## config.mk

```make
export PLATFORM = sky130hd
export DESIGN_NAME = tvtw_ctrl
export DESIGN_NICKNAME = d
export VERILOG_FILES = /design/src/hw/rtl/trade_volume_time_window_assert.svh /design/src/hw/rtl/tvtw_pkg.sv /design/src/hw/rtl/tvtw_ctrl.sv
export SDC_FILE = /design/constraint.sdc
export NUM_CORES = 1
export LEC_CHECK = 0
export BUFFER_PORTS_ARGS = -buffer_cell sky130_fd_sc_hd__buf_2
export CAP_MARGIN = 20
export CORE_AREA = 3 3 40 42
export CTS_BUF_LIST = sky130_fd_sc_hd__clkbuf_16
export DETAILED_ROUTE_END_ITERATION = 8
export DIE_AREA = 0 0 43 45
export MAX_ROUTING_LAYER = met4
export PLACE_DENSITY = 0.49
export SLEW_MARGIN = 20
export SYNTH_ARGS = -nofsm -noshare
export SYNTH_HDL_FRONTEND = slang
export SYNTH_SLANG_ARGS = --single-unit
```

## constraint.sdc

```tcl
create_clock -name clk -period 1.5 [get_ports clk]
set_clock_uncertainty 0.1 [all_clocks]
set_input_delay 0.075 -clock clk [delete_from_list [all_inputs] [get_ports clk]]
set_output_delay 0.075 -clock clk [all_outputs]
set_load 0.02 [all_outputs]
```

## src/hw/rtl/trade_volume_time_window_assert.svh

```systemverilog
// Assertion macros for the trade volume time window block.
// Each macro expects signals named clk and rst in the scope where it is used.
`ifndef TRADE_VOLUME_TIME_WINDOW_ASSERT_SVH
`define TRADE_VOLUME_TIME_WINDOW_ASSERT_SVH

// Same-cycle implication, checked outside reset
`define TVTW_ASSERT_IMP(lbl, ante, cons, msg) \
  lbl: assert property (@(posedge clk) disable iff (rst) (ante) |-> (cons)) else $error(msg);

// Next-cycle implication, checked outside reset
`define TVTW_ASSERT_NXT(lbl, ante, cons, msg) \
  lbl: assert property (@(posedge clk) disable iff (rst) (ante) |=> (cons)) else $error(msg);

`endif

```

## src/hw/rtl/tvtw_pkg.sv

```systemverilog
// Shared types, constants and helpers for the trade volume time window block.
// No dependencies; the interfaces, divider, datapath, controller and top module import this package.
package tvtw_pkg;

  // Store geometry
  localparam int STORE_DEPTH = 1024;
  localparam int PTR_BITS    = $clog2(STORE_DEPTH);
  localparam int COUNT_BITS  = $clog2(STORE_DEPTH + 1);

  // Field widths
  localparam int TIME_BITS  = 32;
  localparam int SIZE_BITS  = 24;
  localparam int SUM_BITS   = 34;
  localparam int SPAN_BITS  = 16;
  localparam int PCT_BITS   = 15;
  localparam int SPLIT_BITS = SUM_BITS + 1;
  localparam int PROD_BITS  = SUM_BITS + PCT_BITS;
  localparam int DIV_CNT_BITS = $clog2(PCT_BITS + 1);

  // Percent scale: 100 with 8 fraction bits
  localparam int PCT_SCALE = 25600;
  localparam logic [SPAN_BITS-1:0] SPAN_RESET = SPAN_BITS'(60);

  // Command codes
  localparam logic CMD_ADD    = 1'b0;
  localparam logic CMD_EXPIRE = 1'b1;

  typedef struct packed {
    logic                 command;
    logic [TIME_BITS-1:0] time_sec;
    logic [SIZE_BITS-1:0] trade_size;
    logic                 counts_in_split;
    logic                 is_sell;
  } item_t;

  typedef struct packed {
    logic [COUNT_BITS-1:0] trade_count;
    logic [SUM_BITS-1:0]   total_volume;
    logic [SUM_BITS-1:0]   buy_volume;
    logic [SUM_BITS-1:0]   sell_volume;
    logic [PCT_BITS-1:0]   buy_percent;
    logic                  percent_valid;
    logic                  rejected_full;
  } result_t;

  // One stored trade
  typedef struct packed {
    logic [TIME_BITS-1:0] stamp;
    logic [SIZE_BITS-1:0] size;
    logic                 counted;
    logic                 sell;
  } trade_rec_t;

  // Controller to datapath
  typedef struct packed {
    logic capture;
    logic add_commit;
    logic expire_pop;
    logic pct_start;
    logic out_load;
  } ctrl_cmd_t;

  // Datapath to controller
  typedef struct packed {
    logic store_empty;
    logic oldest_expired;
    logic div_done;
    logic out_free;
  } dp_stat_t;

  typedef enum logic [2:0] {
    ST_IDLE,
    ST_ADD,
    ST_EXP_RD,
    ST_EXP_CHK,
    ST_PCT,
    ST_DIV,
    ST_DONE
  } tvtw_state_t;

  // Circular pointer advance
  function automatic logic [PTR_BITS-1:0] next_slot(input logic [PTR_BITS-1:0] ptr);
    next_slot = (ptr == PTR_BITS'(STORE_DEPTH - 1)) ? '0 : ptr + 1'b1;
  endfunction

endpackage

```

## src/hw/rtl/tvtw_ctrl.sv

```systemverilog
// Controller state machine: sequences add, expiry walk, division and result load.
// Depends on tvtw_pkg.
module tvtw_ctrl (
  input  logic                 clk,
  input  logic                 rst,
  input  logic                 in_valid,
  input  logic                 in_command,
  output logic                 in_ready,
  input  tvtw_pkg::dp_stat_t   stat,
  output tvtw_pkg::ctrl_cmd_t  cmd
);
  import tvtw_pkg::*;

  tvtw_state_t state;
  tvtw_state_t state_next;

  // State register
  always_ff @(posedge clk) begin
    if (rst) begin
      state <= ST_IDLE;
    end else begin
      state <= state_next;
    end
  end

  // Next state and commands
  always_comb begin
    state_next = state;
    cmd        = '0;
    in_ready   = 1'b0;
    case (state)
      ST_IDLE: begin
        in_ready = 1'b1;
        if (in_valid) begin
          cmd.capture = 1'b1;
          state_next  = (in_command == CMD_EXPIRE) ? ST_EXP_RD : ST_ADD;
        end
      end
      ST_ADD: begin
        cmd.add_commit = 1'b1;
        state_next     = ST_PCT;
      end
      // wait here while the oldest record comes out of the store's registered read port
      ST_EXP_RD: begin
        state_next = stat.store_empty ? ST_PCT : ST_EXP_CHK;
      end
      ST_EXP_CHK: begin
        if (stat.oldest_expired) begin
          cmd.expire_pop = 1'b1;
          state_next     = ST_EXP_RD;
        end else begin
          state_next = ST_PCT;
        end
      end
      ST_PCT: begin
        cmd.pct_start = 1'b1;
        state_next    = ST_DIV;
      end
      ST_DIV: begin
        if (stat.div_done) begin
          state_next = ST_DONE;
        end
      end
      ST_DONE: begin
        if (stat.out_free) begin
          cmd.out_load = 1'b1;
          state_next   = ST_IDLE;
        end
      end
      default: begin
        state_next = ST_IDLE;
      end
    endcase
  end

endmodule

```

==> Word-level counts from Yosys, hierarchy flattened <==
Cells that the tools add are included.
Widths: inputs -> output; s select.
{ "op_classes": {"n_mux": 16, "n_reduce_logical": 2, "n_eq_ne": 9} }
{ "ops": {"columns": ["op", "count"], "rows": [
  ["$pmux 3 s7", 1],
  ["$mux 3", 5],
  ["$eq 3x3->1 const B", 3],
  ["$mux 1", 9],
  ["$eq 3x2->1 const B", 2],
  ["$ne 2x2->1 const B", 3],
  ["$eq 3x1->1 const B", 1],
  ["$logic_not 3->1", 1],
  ["$reduce_and 3->1", 1],
  ["$mux 2", 1]
]} }
{ "totals": {"register_bits": 3} }

==> Longest topological paths before layout <==
Gate-level depths: netlist of run 1.
{ "depth": {"word_depth": 3, "mapped_depth": 5, "depth_no_buf": 4} }

==> Worst setup path after synthesis of run 1 <==
No wires, ideal clock.
{ "synth_timing": {"path_kind": "reg-to-reg", "from": "register state[1]", "to": "register state[2]", "n_path_buf": 0, "t_arrival_ns": 1.277, "synth_period_minus_slack_ns": 1.508, "slack_ns": -0.008, "setup_time_ns": 0.131, "path_stages_with_launch": 5, "cell_sequence": "dfxtp_1 nor3_1 nand2b_1 o211ai_1 o32ai_1"} }
{ "synth_between": {"elab_chain_len": 3, "elab_cells_between_ends": 12, "classes_between": "eq/ne: 9; mux: 1; reduce/logical: 2"} }
{ "synth_lines": {"columns": ["element", "line", "source"], "rows": [
  ["start, declared", "tvtw_ctrl.sv:14", "tvtw_state_t state;"],
  ["start signal, assigned", "tvtw_ctrl.sv:22", "state <= state_next;"],
  ["$eq 3x3->1 or $logic_not 3->1 (tied branches)", "tvtw_ctrl.sv:31", "case (state)"],
  ["$ne 2x2->1 (no line)", null, null],
  ["$reduce_and 3->1 (no line)", null, null]
]} }
Several ways; a longest one is shown, not always the timed one.
A chain may end at the register's enable or synchronous reset.

==> Final worst setup path of run 1 <==
{ "layout_timing": {"from": "register state[2]", "to": "register state[1]"} }
Same word-level chain as after synthesis.

==> impl_results.md, run 1 <==
- Outcome: complete, but fails checks
- Failing checks: negative hold slack
- CP peak stage delay: approximately 0.52 ns
- Synth Instances: 36
- Mean Syn Cell Area: ~7.5 sq um
- Met2 Wirelength: 338 microns
- Via density: around 4.8
- Share of post-route cells with drive strength above 1: 43.1%
- DP Area: 347 sq um
- Fmax: ~730 MHz
- DRC: 0
- CP arrival: 1.40 ns
- Cell Chain, Critical Path: or4b_1 > o21ai_1 > a31oi_1 > o32ai_2
- Slew @ Worst Pin: 0.294 ns
- Port bufs: 13
- First-pass GRT wire length: 1210 microns
- Fill cell count: 143
- WL final: between 700 and 800 microns
- Largest regs: state x3
- Largest register by flop count: state
- Hold worst-path end: state[1]
- ANT nets after route: 0
- Max Root-Sink Buffers: 2
- Final net count: 60
- H-tree Lvls: 1
- Count of pins over their slew limit: 0
- Final period util: between 90% and 100%
- Overall die area: 0.00194 sq mm
- Area grow syn2layout: 58.8%
- Largest net degree at the start of global routing: 12
- Final setup vio count: 0
- Reg-to-Reg Start: state[2]
- CTS tree: done
- I/O pins: 14
- GRT Resource Usage Total: 9.85%
- Rel. slew slack: 80.3%
- DR iter-0 viols: 9
- Power Total: 822 uW
- Mapped cell area: 270 sq um
- WL/cell: 11.6 microns
- Post-CTS Repair Setup Buffers: 0
- R2r worst-path depth: 4
- RR Endpoint: state[1]
- Diodes inserted: 0
- Die Ht: 45 microns
- CP Max Fanout: 11
- Clk Latency, worst-skew pair: ~0.23 ns
- Post-synth EDFFs: 0
- CP Buf/Inv Count: 0
- Core Region: 0.00128 sq mm
- Register area share after synthesis: roughly 22%
- Async set or reset register ratio after synthesis: 0%
- Vias in the first global route: 290
- Hold Path Stages: 2
- Fin util: between 30% and 40%
- Root Driver: clkbuf_16
- Clock sink total: 3
- Total CTS buffers: 3
- Flops & latches, synth: 3
- Worst setup SP type: register
- Kind of end point of the critical path: register
- DR pass1 iterations: 4
- VDD IR max: between 400 and 500 uV
- CP delay by family, top: simple AND/OR/NAND/NOR gates
- Met1 wire length: 317 microns
- Final hold slack: -0.00860 ns
- Setup TNS: 0 ns
- DR top layer: met4
- Initial antenna violation count: 0
- Row cnt: 13
- CTS Hold Buffers Added: 0
- Prevailing post-synth register cell: dfxtp_1
- Worst hold path type: primary input to register
- Leak Pwr: approximately 0.18 nW
- Post-cts sizing count: 0
- Die W: 43 microns
- Fin. Hold Viols: 1
- Worst hold start: stat[0]
- Minimum clock period: 1.37 ns
- Critical path class: register to register
- Critical Path RT: approximately 1.5 ns
- RSZ-0062 raised after global routing: false
- Clk slew on worst S/H paths: approximately 0.030 ns
- Final GP Congestion: 0.732
- Max Cap Viol: 0
- Slowest cell on crit path: or4b_1
- PwrDens: 1910 mW/mm^2
- GR Overflow Total: 0
- Initial Utilization: 21.0%
- R2r setup slk: approximately 0.13 ns
- Yosys warns: 0
- Met3 wire len: 61 microns
- Post-route cell area: between 400 and 500 sq um
- Vias: 318
- Synth Net Count: 44
- Max reg flops: 3
- Netlist cell types: 23
cells in the final DEF, fill, tap and decap left out:
| cell type | n |
|---|---|
| buf_2 | 13 |
| nand2_1 | 4 |
| nand2b_1 | 4 |
| clkbuf_16 | 3 |
| dfxtp_2 | 3 |
| inv_1 | 2 |
| nor2_1 | 2 |
| and2_1 | 2 |
| o21ai_0 | 2 |
| o32ai_1 | 2 |
| nor3b_1 | 1 |
| nor3_1 | 1 |
| nor3_2 | 1 |
| nand3b_1 | 1 |
| a21oi_1 | 1 |
| o211ai_1 | 1 |
| or4b_1 | 1 |
| o21ai_1 | 1 |
| a31oi_1 | 1 |
| o32ai_2 | 1 |
| a211oi_1 | 1 |
| a21boi_0 | 1 |
| o22a_1 | 1 |
| buf_4 | 1 |
how the worst max path moves through the flow:
stage / startpoint / end / slack (ns) / cells after the start
after floorplan: state[0] / cmd[2] / 0.12 / 3
after global placement: state[0] / state[2] / 0.11 / 3
after detailed placement: state[2] / state[1] / 0.1 / 4
final: state[2] / state[1] / 0.13 / 4
after CTS: state[0] / cmd[2] / 0.04 / 3
after global routing: state[0] / cmd[2] / 0.05 / 3
layer usage:
metal / up-vias / track usage [%]
met5: - / -
met4: 0 / 14.5
met3: 4 / 4.38
met2: 18 / 12.9
met1: 134 / 8.87
li1: 162 / -
cell usage after synthesis, types with 2 or more instances:
cell | number | area (sq um)
nor3_1 | 2 | 10.0
nand2_1 | 4 | 15.0
o32ai_1 | 2 | 17.5
dfxtp_1 | 3 | 60.1
and2_1 | 2 | 12.5
o21ai_0 | 2 | 10.0
nand2b_1 | 4 | 25.0
nor2_1 | 2 | 7.51
logic make-up after synthesis:
group | synth area share [%]
buf+inv | 8.79
flops | 22.2
compound gates | 33.8
simple gates | 35.2
power breakdown:
part | total [mW] | internal [mW] | switching, mW
combinational | 0.253 | 0.111 | 0.142
sequential | 0.150 | 0.104 | 0.0459
clock | 0.419 | 0.344 | 0.0750
total | 0.822 | 0.559 | 0.263
area by class of cell:
type                    instances  area (sq um)  area share (%)
inverters                       1          3.75           0.875
clock inverters                 1          3.75           0.875
flip-flops and latches          3          63.8            14.9
clock buffers                   3          75.1            17.5
well taps                      15          18.8            4.37
multi-input cells              29           191            44.6
repair buffers                 14          72.6            16.9
metrics by stage:
stage / setup WS [ns] / hold WS [ns] / instances
floorplan: 0.116 / 0.0941 / 36
global placement: 0.114 / 0.228 / 62
detailed placement: 0.0980 / 0.235 / 62
CTS: 0.0397 / 0.000555 / 66
global route: 0.0526 / 0.00195 / 66
finish: 0.129 / -0.00860 / 66
Note: power is estimated with default switching activity, not from simulation.
==> inputs of run 2 (changes only) <==
- ABC_AREA: not set -> 1
- PLACE_DENSITY: 0.49 -> 0.51
==> run 2 against run 1 <==
  * The flow now finishes without violations
  * Maximum frequency is 0.17% higher
  * Die area stayed put
  * Non-clock buffer count stayed put
  * Largest cell class unchanged
  * Synthesized cell count is 36% higher
  * Critical endpoint is now cmd[0]
  * Largest power group unchanged
  * Cell count is 23% higher
  * Utilization is 2.5 points higher
  * Clock-buffer cell count stayed put
==> impl_results.md, run 2 <==
- Most frequent cells in the layout: buf_2, inv_1, nand2_1
- DRC: 0 (unchanged)
- Finished Layout Cells: 81 (+23%)
- Row cnt: 13 (unchanged)
- Final net count: 75 (+25%)
- Pint: 524 uW (-6.2%)
- Power Total: 767 uW (-6.7%)
- Max Root-Sink Buffers: 2 (unchanged)
- DR iter-0 viols: 5 (-4)
- Outcome: completed
- Most frequent cell after synthesis: inv_1
- Fmax: 730 MHz (+0.17%)
- Worst hold path type: primary input to register
- Clk Latency, worst-skew pair: 0.22 ns (about the same)
- Kind of end point of the critical path: output pin
- Minimum clock period: 1.37 ns (-0.00239 ns)
- Top cells by area, synth: dfxtp_1, inv_1, nand2_1
- Die W: 43 microns (unchanged)
- Synth Net Count: 57 (+30%)
- Placed cell count: 76 (+23%)
- Post-synth EDFFs: 0 (unchanged)
- Via density: 4.35 (-9.8%)
- Slowest cell on crit path: dfxtp_2
- Worst Setup SP: state[2]
- GR Overflow Total: 0 (unchanged)
- Worst setup SP type: register
- Register area share after synthesis: 20.2% (-2.1 points)
- CP arrival: 1.19 ns (-0.21 ns)
- DP HPWL: 584 microns
- Leak Pwr: 0.267 nW (+51%)
- Largest register by flop count: state
- Rel. slew slack: 80.9% (+0.64 points)
- Clock power share: 54.0% (+3.0 points)
- Largest area contributor in the netlist: dfxtp_1
- Core Region: 0.00128 sq mm (unchanged)
- Reg-to-Reg Start: state[0]
- Sw Ratio: 31.6% (-0.39 points)
- Final setup vio count: 0 (unchanged)
- Combinational fraction of design power: 29.3% (-1.5 points)
- Levels on crit path: 3 (-1)
- Reg power frac: 16.7% (-1.5 points)
- Vias in the first global route: 319 (+10%)
- Post-synth top area share: 20.2% (-2.1 points)
- Most common cell after layout, fill and taps aside: buf_2
- Overall die area: 0.00194 sq mm (unchanged)
- Diodes inserted: 0 (unchanged)
- Prevailing post-synth register cell: dfxtp_1
- Clk slew on worst S/H paths: 0.03 ns (about the same)
- Netlist cell types: 18 (-22%)
- GRT Resource Usage Total: 9.66% (-0.19 points)
- CP peak stage delay: 0.40 ns (-0.12 ns)
- WL/cell: 9.02 microns (-22%)
- Initial Utilization: 23.2% (+2.1 points)
- Largest regs: state x3
- RR Endpoint: state[0]
- Max Cap Viol: 0 (unchanged)
- Critical path class: register to output pin
- Final hold slack: 0.0811 ns (+0.0897 ns)
- Initial antenna violation count: 0 (unchanged)
- Port bufs: 13 (unchanged)
- Total CTS buffers: 3 (unchanged)
- Switching Power: 242 uW (-7.8%)
- First-pass GRT wire length: 1280 microns (+6.3%)
- R2r setup slk: 0.20 ns (+0.07 ns)
- R2r worst-path depth: 6 (+2)
- Count of pins over their slew limit: 0 (unchanged)
- Area grow syn2layout: 55.0%
- CP delay by family, top: flip-flops
- Flops & latches, synth: 3 (unchanged)
- Synth Instances: 49 (+36%)
- Max reg flops: 3 (unchanged)
- PwrDens: 1660 mW/mm^2 (-13%)
- Mapped cell area: 298 sq um (+10%)
- Vias: 352 (+11%)
- I/O pins: 14 (unchanged)
- Root Driver: clkbuf_16
- Slew @ Worst Pin: 0.286 ns (-0.00875 ns)
- H-tree Lvls: 1 (unchanged)
- Final GP Congestion: 0.762 (+4.2%)
- CTS tree: done
- Clock sink total: 3 (unchanged)
- Setup TNS: 0 ns (unchanged)
- Async set or reset register ratio after synthesis: 0% (unchanged)
- Most frequent cells after synthesis: inv_1, nand2_1, nand3_1
- Critical Path RT: 1.32 ns (-0.21 ns)
- RSZ-0062 raised after global routing: false
- Die Ht: 45 microns (unchanged)
- Cell Chain, Critical Path: inv_2 > nor4_1 > buf_2
- CP Max Fanout: 7 (-4)
- WL final: 731 microns (-4.3%)
- ANT nets after route: 0 (unchanged)
- Fin. Hold Viols: 0 (-1)
- DR pass1 iterations: 4 (unchanged)
- Crit path capture: cmd[0]
- Share of post-route cells with drive strength above 1: 40.9% (-2.2 points)
- Final period util: 91.3% (-0.16 points)
- CP Buf/Inv Count: 2 (+2)
- Largest net degree at the start of global routing: 9 (-3)
- Yosys warns: 0 (unchanged)
- VDD IR max: 706 uV (+50%)
- Mean Syn Cell Area: 6.08 sq um (-19%)
run 2: final cells by class:
cell class	instances	area [sq um]
inverters	13	48.8
clock buffers	3	75.1
fillers	135	823
repair buffers	14	75.1
well taps	15	18.8
clock inverters	1	3.75
flip-flops and latches	3	62.6
multi-input cells	32	178
run 2: logic make-up (layout without fill, tap and decap cells):
logic type | after synthesis | in the layout | share of synthesized area (%)
buffers and inverters | 14 | 31 | 20.2
and+or+nand+nor | 28 | 28 | 51.7
DFF | 3 | 3 | 20.2
AOI/OAI and AO/OA | 4 | 4 | 7.98
run 2: how the worst min path moves through the flow:
stage	from	cells after the start	end	slack [ns]
6_report	stat[1]	4	state[0]	0.08
5_1_grt	stat[1]	4	state[0]	0.12
4_1_cts	stat[1]	4	state[0]	0.08
3_5_place_dp	rst	2	state[1]	0.17
3_3_place_gp	rst	2	state[1]	0.18
2_1_floorplan	rst	1	state[1]	0.04
run 2: power groups by stage:
stage,clock (mW),combinational [mW],sequential [mW]
global placement,0,0.224,0.127
detailed placement,0,0.225,0.127
floorplan,0,0.186,0.114
CTS,0.420,0.228,0.126
global route,0.426,0.256,0.132
finish,0.414,0.225,0.128
run 2: timing repair:
item	in CTS	in global routing
gates resized for setup	0	2
buffers inserted	0	0
hold buffers	1	0
setup endpoints to repair	0	1
hold endpoints to repair	3	0
run 2: layer usage:
layer  global-route usage, %  vias up  share of wire (%)
met2                    13.8       14                 48
met4                    9.04        0                2.3
met1                    10.0      150                 42
met5                       -        -                  0
li1                        -      186                  -
met3                    3.98        2                7.3
run 2: worst reg2reg max path, cell delays in order (launching register included):
cell and delay, ns:
dfxtp_1 0.47, inv_1 0.14, nand4_1 0.13, nand2_1 0.10, nor2_2 0.10, nand2_1 0.06
a21oi_1 0.12
run 2: stage by stage:
step | worst slack [ns] | util, % | instance area, sq um
2_1_floorplan | 0.0638 | - | 298
3_3_place_gp | 0.236 | 28.8 | 370
3_5_place_dp | 0.220 | 28.8 | 370
4_1_cts | 0.00586 | 35.7 | 459
5_1_grt | 0.00769 | 35.9 | 462
6_report | 0.131 | 35.9 | 462
==> inputs of run 3 (changes only) <==
- HOLD_SLACK_MARGIN: not set -> 0.02
- REMOVE_ABC_BUFFERS: not set -> 1
==> run 3 against run 2 <==
  * Total power grew 0.84%
  * Largest power group unchanged
  * Register-to-register slack lost 0.06 ns
  * Highest routed layer unchanged
  * Critical endpoint unchanged
  * Routed wire length grew 0.27%
  * Maximum frequency shrank 6.6%
  * Critical path depth is the same
==> impl_results.md, run 3 (same netlist as run 2, synthesis figures left out) <==
- Reg power frac: 16.5% (-0.2 points)
- GRT Resource Usage Total: 9.17% (-0.49 points)
- Hold Path Stages: 4 (unchanged)
- Clock sink total: 3 (unchanged)
- First-pass GRT wire length: 1240 microns (-3.7%)
- Max Cap Viol: 0 (unchanged)
- WL/cell: 9.05 microns (+0.27%)
- Count of pins over their slew limit: 0 (unchanged)
- Share of post-route cells with drive strength above 1: 39.4% (-1.5 points)
- Final hold slack: 0.0630 ns (-0.0181 ns)
- Clk slew on worst S/H paths: 0.03 ns (about the same)
- Max reg flops: 3 (unchanged)
- Sw Ratio: 32.3% (+0.69 points)
- Via density: 4.09 (-6.0%)
- DP HPWL: 573 microns (-1.8%)
- Fill cell count: 157 (+16%)
- Combinational fraction of design power: 29.4% (about the same)
- PwrDens: 1680 mW/mm^2 (+1.1%)
- Clock power share: 54.1% (about the same)
- Critical Path RT: 1.32 ns (about the same)
- RSZ-0062 raised after global routing: false
- Initial antenna violation count: 0 (unchanged)
- Area grow syn2layout: 54.6%
- Vias: 331 (-6.0%)
- Initial Utilization: 23.2% (unchanged)
- Rel. slew slack: 79.3% (-1.6 points)
- Max Root-Sink Buffers: 2 (unchanged)
- Slew @ Worst Pin: 0.310 ns (+0.0241 ns)
- Die W: 43 microns (unchanged)
- CP arrival: 1.29 ns (+0.10 ns)
- Minimum clock period: 1.47 ns (+0.0971 ns)
- Total CTS buffers: 3 (unchanged)
- Worst setup SP type: register
- Leak Pwr: 0.267 nW (-0.15%)
- Worst hold path type: primary input to register
- Fin. Hold Viols: 0 (unchanged)
- Most common cell after layout, fill and taps aside: buf_2
- DRC: 0 (unchanged)
- Root Driver: clkbuf_16
- Final GP Congestion: 0.776 (+1.7%)
- Largest net degree at the start of global routing: 9 (unchanged)
- Outcome: completed
- Diodes inserted: 0 (unchanged)
- Die Ht: 45 microns (unchanged)
- CP Max Fanout: 5 (-2)
- H-tree Lvls: 1 (unchanged)
- Most frequent cells in the layout: buf_2, inv_1, nand2_1
- GR Overflow Total: 0 (unchanged)
- CTS tree: done
- Final period util: 97.7% (+6.5 points)
- Port bufs: 13 (unchanged)
- Kind of end point of the critical path: output pin
- Switching Power: 250 uW (+3.0%)
- Vias in the first global route: 320 (+0.31%)
- WL final: 733 microns (+0.27%)
- Fmax: 682 MHz (-6.6%)
- Pint: 523 uW (-0.17%)
- VDD IR max: 817 uV (+16%)
- Final setup vio count: 0 (unchanged)
- I/O pins: 14 (unchanged)
- DR iter-0 viols: 1 (-4)
- Row cnt: 13 (unchanged)
- Overall die area: 0.00194 sq mm (unchanged)
- Largest regs: state x3
- Clk Latency, worst-skew pair: 0.22 ns (about the same)
- Post-CTS Repair Setup Buffers: 0 (unchanged)
- Core Region: 0.00128 sq mm (unchanged)
- Critical path class: register to output pin
- ANT nets after route: 0 (unchanged)
- Setup TNS: 0 ns (unchanged)
- Final net count: 75 (unchanged)
- DR pass1 iterations: 4 (unchanged)
- R2r worst-path depth: 6 (unchanged)
- Largest register by flop count: state
==> run 3: worst paths after layout <==
path | slack, ns | from | endpoint
setup / recovery | 0.03 | state[1] | cmd[0]
hold / removal | 0.06 | stat[1] | state[0]
setup reg to reg | 0.14 | state[0] | state[1]
hold reg to reg | 0.49 | state[2] | state[0]
==> run 3: stage by stage <==
stage	cell area [sq um]	power, mW	worst slack [ns]	std cells	utilization, %
finish	460	0.773	0.0339	81	35.8
global route	460	0.818	0.0101	81	35.8
CTS	460	0.783	0.0606	81	35.8
detailed placement	370	0.356	0.151	76	28.8
global placement	370	0.354	0.179	76	28.8
floorplan	287	0.290	0.0638	48	-
==> run 3: metal layers <==
metal	wire, microns	vias to the layer above	track usage (%)
met5	0	-	-
met4	20	0	9.04
met3	51	2	1.59
met2	312	10	14.1
met1	348	131	9.86
li1	-	188	-
==> run 3: area by class of cell <==
cell class	count	area, sq um	area share [%]
inverters	13	48.8	10.6
clock inverters	1	3.75	0.815
multi-input cells	32	178	38.6
flip-flops and latches	3	61.3	13.3
repair buffers	14	75.1	16.3
clock buffers	3	75.1	16.3
well taps	15	18.8	4.08
==> run 3: worst max-delay path: stages, from the launching register on <==
cell and delay (ns):
dfxtp_1 0.45, inv_2 0.11, nor4_1 0.28, buf_2 0.22
==> run 3: repair_timing <==
item,4_1_cts,5_1_grt
resized for setup,1,0
endpoints found under the hold margin,3,0
hold buffers,1,0
setup endpoints to repair,1,0
==> run 3: power by group through the flow <==
stage          combinational, mW  clock [mW]  sequential (mW)
3_5_place_dp               0.227           0            0.129
2_1_floorplan              0.168           0            0.122
4_1_cts                    0.230       0.425            0.128
6_report                   0.227       0.418            0.128
3_3_place_gp               0.226           0            0.128
5_1_grt                    0.254       0.433            0.131
